### src/rtl/kyber_coefficient_compress_pack_macros.svh
// Assertion macros used by the compress-and-pack top level.
`ifndef KYBER_COEFFICIENT_COMPRESS_PACK_MACROS_SVH
`define KYBER_COEFFICIENT_COMPRESS_PACK_MACROS_SVH
`ifndef NO_ASSERTIONS
`define KCCP_ASSERT_IMPL(lbl, clk, rst_n, ante, cons) \
    lbl: assert property (@(posedge clk) disable iff (!(rst_n)) (ante) |-> (cons)) \
        else $error("assertion failed");
`define KCCP_ASSERT_NEXT(lbl, clk, rst_n, ante, cons) \
    lbl: assert property (@(posedge clk) disable iff (!(rst_n)) (ante) |=> (cons)) \
        else $error("assertion failed");
`else
`define KCCP_ASSERT_IMPL(lbl, clk, rst_n, ante, cons)
`define KCCP_ASSERT_NEXT(lbl, clk, rst_n, ante, cons)
`endif
`endif

### src/rtl/kccp_pkg.sv
// Types, constants and mode decode for the coefficient compress-and-pack block.
package kccp_pkg;
    localparam int NUM_LANES = 8;
    localparam int COEF_W    = 12;
    localparam int Q_W       = 11;
    localparam int PACK_W    = 88;
    localparam int LOW_W     = 64;
    localparam int HIGH_W    = 24;
    localparam int BITS_W    = 4;

    localparam logic [BITS_W-1:0] D_W1  = 4'd1;
    localparam logic [BITS_W-1:0] D_W4  = 4'd4;
    localparam logic [BITS_W-1:0] D_W5  = 4'd5;
    localparam logic [BITS_W-1:0] D_W10 = 4'd10;
    localparam logic [BITS_W-1:0] D_W11 = 4'd11;
    localparam logic [BITS_W-1:0] D_RESET = D_W4;

    localparam logic signed [COEF_W-1:0] COEF_MAX = 12'sd1664;
    localparam logic signed [COEF_W-1:0] COEF_MIN = -12'sd1664;

    typedef logic [Q_W-1:0] t_qval;
    typedef t_qval [NUM_LANES-1:0] t_lane_q;

    typedef struct packed {
        logic [BITS_W-1:0] bits;
        logic              err;
    } t_mode;

    function automatic t_mode decode_mode(input logic [BITS_W-1:0] d);
        t_mode m;
        m.bits = d;
        m.err  = !((d == D_W1) || (d == D_W4) || (d == D_W5) ||
                   (d == D_W10) || (d == D_W11));
        return m;
    endfunction
endpackage

### src/rtl/kyber_coefficient_compress_pack.sv
// Top level: eight compression lanes, pack/merge stage, handshake and config register.
// An accepted input passes through the lane register, then the output register, before result valid.
// Throughput: one item of eight coefficients per cycle while the output is not stalled; the eight lanes each do one
// constant-multiply quotient per item and the merge stage packs them once stage 2 is empty or draining.
// Reset (synchronous, active low): pipeline empty, compress_bits = 4; config always ready.
module kyber_coefficient_compress_pack (
    input  logic                                 i_clk,
    input  logic                                 i_rst_n,
    input  logic                                 i_valid,
    output logic                                 o_ready,
    input  logic signed [kccp_pkg::COEF_W-1:0]   i_coef_0,
    input  logic signed [kccp_pkg::COEF_W-1:0]   i_coef_1,
    input  logic signed [kccp_pkg::COEF_W-1:0]   i_coef_2,
    input  logic signed [kccp_pkg::COEF_W-1:0]   i_coef_3,
    input  logic signed [kccp_pkg::COEF_W-1:0]   i_coef_4,
    input  logic signed [kccp_pkg::COEF_W-1:0]   i_coef_5,
    input  logic signed [kccp_pkg::COEF_W-1:0]   i_coef_6,
    input  logic signed [kccp_pkg::COEF_W-1:0]   i_coef_7,
    output logic                                 o_valid,
    input  logic                                 i_ready,
    output logic [kccp_pkg::LOW_W-1:0]           o_packed_low,
    output logic [kccp_pkg::HIGH_W-1:0]          o_packed_high,
    output logic [kccp_pkg::BITS_W-1:0]          o_byte_count,
    output logic                                 o_mode_error,
    input  logic                                 i_cfg_valid,
    output logic                                 o_cfg_ready,
    input  logic [kccp_pkg::BITS_W-1:0]          i_compress_bits
);
    import kccp_pkg::*;
`include "kyber_coefficient_compress_pack_macros.svh"

    logic [BITS_W-1:0]        r_compress_bits;
    logic [BITS_W-1:0]        n_compress_bits;
    logic                     r_v1;
    logic                     n_v1;
    logic                     r_v2;
    logic                     n_v2;
    logic                     in_acc;
    logic                     out_acc;
    logic                     s2_load;
    logic                     out_zero;
    t_mode                    mode;
    t_lane_q                  lane_q;
    logic signed [COEF_W-1:0] coef [NUM_LANES];

    assign coef[0] = i_coef_0;
    assign coef[1] = i_coef_1;
    assign coef[2] = i_coef_2;
    assign coef[3] = i_coef_3;
    assign coef[4] = i_coef_4;
    assign coef[5] = i_coef_5;
    assign coef[6] = i_coef_6;
    assign coef[7] = i_coef_7;

    assign mode = decode_mode(r_compress_bits);

    // stage 1 moves on when stage 2 is empty or draining this cycle
    assign out_acc = r_v2 && i_ready;
    assign s2_load = r_v1 && (!r_v2 || i_ready);
    assign o_ready = !r_v1 || s2_load;
    assign in_acc  = i_valid && o_ready;
    assign o_valid = r_v2;
    assign o_cfg_ready = 1'b1;

    assign out_zero = (o_packed_low == '0) && (o_packed_high == '0) && (o_byte_count == '0);

    always_comb begin
        n_v1 = r_v1;
        if (in_acc) begin
            n_v1 = 1'b1;
        end else if (s2_load) begin
            n_v1 = 1'b0;
        end
        n_v2 = r_v2;
        if (s2_load) begin
            n_v2 = 1'b1;
        end else if (out_acc) begin
            n_v2 = 1'b0;
        end
        n_compress_bits = i_cfg_valid ? i_compress_bits : r_compress_bits;
    end

    always_ff @(posedge i_clk) begin
        if (!i_rst_n) begin
            r_v1            <= 1'b0;
            r_v2            <= 1'b0;
            r_compress_bits <= D_RESET;
        end else begin
            r_v1            <= n_v1;
            r_v2            <= n_v2;
            r_compress_bits <= n_compress_bits;
        end
    end

    for (genvar g = 0; g < NUM_LANES; g++) begin : g_lane
        kccp_lane u_lane (
            .i_clk  (i_clk),
            .i_en   (in_acc),
            .i_mode (mode),
            .i_coef (coef[g]),
            .o_q    (lane_q[g])
        );
    end

    kccp_merge u_merge (
        .i_clk         (i_clk),
        .i_en          (s2_load),
        .i_mode        (mode),
        .i_q           (lane_q),
        .o_packed_low  (o_packed_low),
        .o_packed_high (o_packed_high),
        .o_byte_count  (o_byte_count),
        .o_mode_error  (o_mode_error)
    );

    `KCCP_ASSERT_IMPL(a_err_zero, i_clk, i_rst_n, o_valid && o_mode_error, out_zero)
    `KCCP_ASSERT_IMPL(a_ok_count, i_clk, i_rst_n, o_valid && !o_mode_error, o_byte_count != '0)
    `KCCP_ASSERT_NEXT(a_advance, i_clk, i_rst_n, r_v1 && !r_v2, o_valid)
    `KCCP_ASSERT_IMPL(a_full_stall, i_clk, i_rst_n, !o_ready, r_v1 && r_v2 && !i_ready)
endmodule

### src/rtl/kccp_lane.sv
// One compression lane: clamp a coefficient and form its D-bit quotient.
module kccp_lane (
    input  logic                                 i_clk,
    input  logic                                 i_en,
    input  kccp_pkg::t_mode                      i_mode,
    input  logic signed [kccp_pkg::COEF_W-1:0]   i_coef,
    output kccp_pkg::t_qval                      o_q
);
    import kccp_pkg::*;

    logic signed [COEF_W-1:0] a;
    logic signed [21:0]       p315;
    logic signed [21:0]       p315_rnd;
    logic signed [5:0]        h1;
    logic signed [5:0]        h4;
    logic signed [5:0]        t1;
    logic signed [5:0]        t4;
    logic signed [27:0]       p_neg;
    logic signed [16:0]       p20;
    logic signed [15:0]       s;
    logic signed [16:0]       s10;
    logic signed [16:0]       s11;
    t_qval                    n_q;
    t_qval                    r_q;

    always_comb begin
        if (i_coef > COEF_MAX) begin
            a = COEF_MAX;
        end else if (i_coef < COEF_MIN) begin
            a = COEF_MIN;
        end else begin
            a = i_coef;
        end
    end

    // a*630 >> 16 equals a*315 >> 15, so one product serves D = 1, 4, 5
    assign p315     = 22'(a) * 22'sd315;
    assign h1       = 6'(p315 >>> 16);
    assign h4       = 6'(p315 >>> 15);
    assign t1       = h1 + 6'sd4;
    assign t4       = h4 + 6'sd1;
    assign p315_rnd = p315 + 22'sd16384;

    // Barrett step for D = 10, 11; the sum wraps at 16 bits
    assign p_neg = 28'(a) * -28'sd20553;
    assign p20   = 17'(a) * 17'sd20;
    assign s     = 16'(p_neg >>> 16) + p20[15:0];
    assign s10   = 17'(s) + 17'sd32;
    assign s11   = 17'(s) + 17'sd16;

    always_comb begin
        case (i_mode.bits)
            D_W1:    n_q = {10'd0, t1[3]};
            D_W4:    n_q = {7'd0, t4[4:1]};
            D_W5:    n_q = {6'd0, p315_rnd[19:15]};
            D_W10:   n_q = {1'b0, s10[15:6]};
            D_W11:   n_q = s11[15:5];
            default: n_q = '0;
        endcase
    end

    always_ff @(posedge i_clk) begin
        if (i_en) begin
            r_q <= n_q;
        end
    end

    assign o_q = r_q;
endmodule

### src/rtl/kccp_merge.sv
// Merge stage: packs eight lane quotients LSB first into the output register.
module kccp_merge (
    input  logic                          i_clk,
    input  logic                          i_en,
    input  kccp_pkg::t_mode               i_mode,
    input  kccp_pkg::t_lane_q             i_q,
    output logic [kccp_pkg::LOW_W-1:0]    o_packed_low,
    output logic [kccp_pkg::HIGH_W-1:0]   o_packed_high,
    output logic [kccp_pkg::BITS_W-1:0]   o_byte_count,
    output logic                          o_mode_error
);
    import kccp_pkg::*;

    logic [PACK_W-1:0] n_packed;
    logic [PACK_W-1:0] r_packed;
    logic [BITS_W-1:0] n_byte_count;
    logic [BITS_W-1:0] r_byte_count;
    logic              r_mode_error;

    always_comb begin
        n_packed = '0;
        case (i_mode.bits)
            D_W1: begin
                for (int k = 0; k < NUM_LANES; k++) n_packed[k*1 +: 1] = i_q[k][0:0];
            end
            D_W4: begin
                for (int k = 0; k < NUM_LANES; k++) n_packed[k*4 +: 4] = i_q[k][3:0];
            end
            D_W5: begin
                for (int k = 0; k < NUM_LANES; k++) n_packed[k*5 +: 5] = i_q[k][4:0];
            end
            D_W10: begin
                for (int k = 0; k < NUM_LANES; k++) n_packed[k*10 +: 10] = i_q[k][9:0];
            end
            D_W11: begin
                for (int k = 0; k < NUM_LANES; k++) n_packed[k*11 +: 11] = i_q[k][10:0];
            end
            default: n_packed = '0;
        endcase
        n_byte_count = i_mode.err ? '0 : i_mode.bits;
    end

    always_ff @(posedge i_clk) begin
        if (i_en) begin
            r_packed     <= n_packed;
            r_byte_count <= n_byte_count;
            r_mode_error <= i_mode.err;
        end
    end

    assign o_packed_low  = r_packed[LOW_W-1:0];
    assign o_packed_high = r_packed[PACK_W-1:LOW_W];
    assign o_byte_count  = r_byte_count;
    assign o_mode_error  = r_mode_error;
endmodule
### config.mk
export PLATFORM = sky130hd
export DESIGN_NAME = kyber_coefficient_compress_pack
export DESIGN_NICKNAME = d
export VERILOG_FILES = /design/src/rtl/kccp_pkg.sv /design/src/rtl/kyber_coefficient_compress_pack.sv /design/src/rtl/kccp_lane.sv /design/src/rtl/kccp_merge.sv
export VERILOG_INCLUDE_DIRS = /design/src /design/src/rtl
export SDC_FILE = /design/constraint.sdc
export NUM_CORES = 2
export LEC_CHECK = 0
export BUFFER_PORTS_ARGS = -buffer_cell sky130_fd_sc_hd__buf_2
export CAP_MARGIN = 30
export CORE_UTILIZATION = 55
export CTS_CLUSTER_SIZE = 10
export DETAILED_ROUTE_END_ITERATION = 16
export PLACE_DENSITY = 0.72
export SLEW_MARGIN = 15
export SYNTH_ARGS = -nofsm -noshare
export SYNTH_HDL_FRONTEND = slang
export SYNTH_SLANG_ARGS = --single-unit
### constraint.sdc
create_clock -name i_clk -period 12.5 [get_ports i_clk]
set_input_delay 0.625 -clock i_clk [delete_from_list [all_inputs] [get_ports i_clk]]
set_output_delay 0.625 -clock i_clk [all_outputs]
set_load 0.02 [all_outputs]
==> metrics.csv <==
stage;metric;value;unit
route;wl_met1;75.9;mm
route;wl_met3;14.0;mm
critical_path;path_class;in2reg;
worst_hold_path;min-delay-start;i_valid;
placed_design;pre_cts_ws;1.54;ns
route;vias_per_cell;5.55;
critical_path;r2r_slack;8.94;ns
timing;setup_ws;1.96;ns
critical_path;max_stage_delay;0.66;ns
timing;tns;0;ns
yosys;synth_fa_ha_area_frac;0.551;
timing;final-setup-viol-count;0;
outcome;status;complete, no violations;
global_routing;globalRouteOverflowTotal;0;
route;avgRoutedWirePerCell;19.5;um
route;drt_iter0_markers;3167;
yosys;async_flop_share;0;
floorplan;io_pins;201;
critical_path;timing.rr.start;r_compress_bits[0];
yosys;synth_ff_type;edfxtp_1;
worst_hold_path;hold_depth;3;
placed_design;gp_congestion;0.970;
global_routing;grt_pass1_vias;52900;
layout;drive_gt1_frac;0.0490;
worst_hold_path;min_path_type;in2reg;
worst_hold_path;whs_endpoint;r_v1;
critical_path;end_kind;register;
layout;layout_common_cells;1,806 x inv_1, 1,168 x fa_1, 1,136 x ha_1, 344 x nor2_1, 339 x xnor2_1;
clocking;cts_max_level;4;
yosys;ys_seq_elements;187;
placed_design;portBuffers;199;
global_routing;antenna_found_initial;11;
global_routing;grt_pass1_wl;283;mm
yosys;syn_nets;9613;
timing;finClkSkew;0.0213;ns
layout;area_growth;5.29;%
critical_path;critPathBufInv;7;
clocking;post-cts-setup-buffers;0;
clocking;path_clk_slew;0.08;ns
global_routing;grt_max_degree;84;
route;first_pass_iters;5;
critical_path;crit_family;compound AO/OA/AOI/OAI gates;
timing;fin_crit;10.54;ns
placed_design;placed_cells;8982;
yosys;synth_compound_area_frac;0.0996;
yosys;seq_area_frac_synth;0.0813;
critical_path;cp.arrival;10.73;ns
clocking;worstSkewPairLatency;0.47;ns
critical_path;crit_fanout;11;
route;route.met2.wl;80.3;mm
timing;min_period_over_period;0.843;
route;vias;50100;
clocking;hold_buffers;0;
clocking;cts_buffers;17;
clocking;cts-root-buf;clkbuf_16;
flow_run;cap_violations;0;
floorplan;rows;128;
layout;stdcell_count;9018;
placed_design;post-dp-hpwl;154;mm
critical_path;r2r_end;u_merge.r_packed[19];
yosys;synthXorXnorAreaFrac;0.0662;
timing;holdWs;0.415;ns
yosys;synth.area.mux_share;0.0106;
floorplan;fp.dieH;355;um
yosys;synth.distinct_cells;111;
clocking;cts_buffer_depth;2;
floorplan;fp.dieW;355;um
yosys;syn_inst;7204;
timing;fmax;94.9;MHz
critical_path;reg2reg_depth;5;
yosys;syn_area_per_cell;9.49;sq um
route;top_layer;met5;
route;routed_wl;176;mm
timing;rsz0062_at_grt;false;
yosys;synth_top_family_by_area;adder cells;
route;drc;0;
critical_path;worstPathRequired;12.70;ns
timing;slew_violations;0;
floorplan;start_util;0.558;
layout;final_common_cell;inv_1;
critical_path;start_kind;input pin;
clocking;cts_tree;done;
global_routing;track_usage;0.286;
clocking;cts_resized;0;
timing;hold_viol;0;
yosys;yosys.area_share.simple;0.0877;
route;drtAntennaViolNets;0;
floorplan;dieArea;126000;sq um
floorplan;core_area;123000;sq um
yosys;synth_edf_count;181;
yosys;syn_area;68400;sq um
clocking;clock-sinks;187;
layout;final_nets;9786;
critical_path;critPathSlowestCell;fa_1;
timing;worstMarginPinSlew;1.01;ns
timing;slew-limit-headroom;0.324;
yosys;yosys_warnings;0;
## per-layer routing
layer,track usage,vias to the layer above
met3,0.0613,244
met1,0.391,24800
met4,0.0783,6
met2,0.458,1472
met5,0.0113,-
li1,-,23600
## worst min-delay path, delay by kind of cell
kind                   cells  cell delay (ns)
buffers and inverters      1             0.09
and+or+nand+nor            1             0.09
AOI/OAI and AO/OA          1             0.04
## logic make-up (layout without fill, tap and decap cells)
group	after synthesis	count (layout)
adders and majority gates	2309	2309
and+or+nand+nor	1200	1200
DFF	187	187
muxes	71	71
AOI/OAI and AO/OA	1038	1038
other	1	4
xor gates and xnor gates	510	510
buffers and inverters	1888	2074
## worst max path at each step
stage | start | to | slack, ns | cells after the start
6_report | i_coef_5[3] | g_lane[5].u_lane.o_q[10] | 1.96 | 40
5_1_grt | i_coef_5[3] | g_lane[5].u_lane.o_q[10] | 1.27 | 40
4_1_cts | i_coef_5[3] | g_lane[5].u_lane.o_q[10] | 2.00 | 40
3_5_place_dp | i_coef_5[3] | g_lane[5].u_lane.o_q[10] | 1.54 | 40
3_3_place_gp | i_coef_5[3] | g_lane[5].u_lane.o_q[10] | 1.74 | 40
2_1_floorplan | i_coef_5[3] | g_lane[5].u_lane.o_q[10] | 2.62 | 38
## cell type report
class | count | area [sq um]
diodes | 3 | 7.51
clock buffers | 17 | 425
clock inverters | 15 | 159
fillers | 10600 | 50500
inverters | 1812 | 6800
multi-input cells | 5129 | 55700
flip-flops and latches | 187 | 5560
well taps | 1625 | 2030
repair buffers | 230 | 1250
## through the flow
step,utilization,area [sq um]
floorplan,-,68400
CTS,0.587,72000
finish,0.588,72000
detailed placement,0.583,71400
global route,0.588,72000
global placement,0.582,71300
## cell usage after synthesis, drive strengths merged (70+ instances only)
| cell | count | share of area |
|---|---|---|
| inv | 1809 | 0.099 |
| fa | 1168 | 0.34 |
| ha | 1136 | 0.21 |
| nor2 | 351 | 0.019 |
| xnor2 | 340 | 0.044 |
| a21oi | 295 | 0.022 |
| nand2 | 239 | 0.013 |
| o21ai | 211 | 0.016 |
| edfxtp | 181 | 0.080 |
| xor2 | 168 | 0.022 |
| a21o | 107 | 0.012 |
| nand3 | 95 | 0.0070 |
| nor3 | 92 | 0.0069 |
| and3 | 70 | 0.0064 |
## state kept, by name, indices dropped and copies added (netlist names)
signal	flops
u_merge.o_mode_error	1
u_merge.r_packed	88
g_lane.u_lane.o_q	88
o_valid	1
r_compress_bits	4
r_v1	1
u_merge.o_byte_count	4
Power is not shown: default switching activity piles up to over one toggle a cycle in this logic, so the estimate is an artifact.
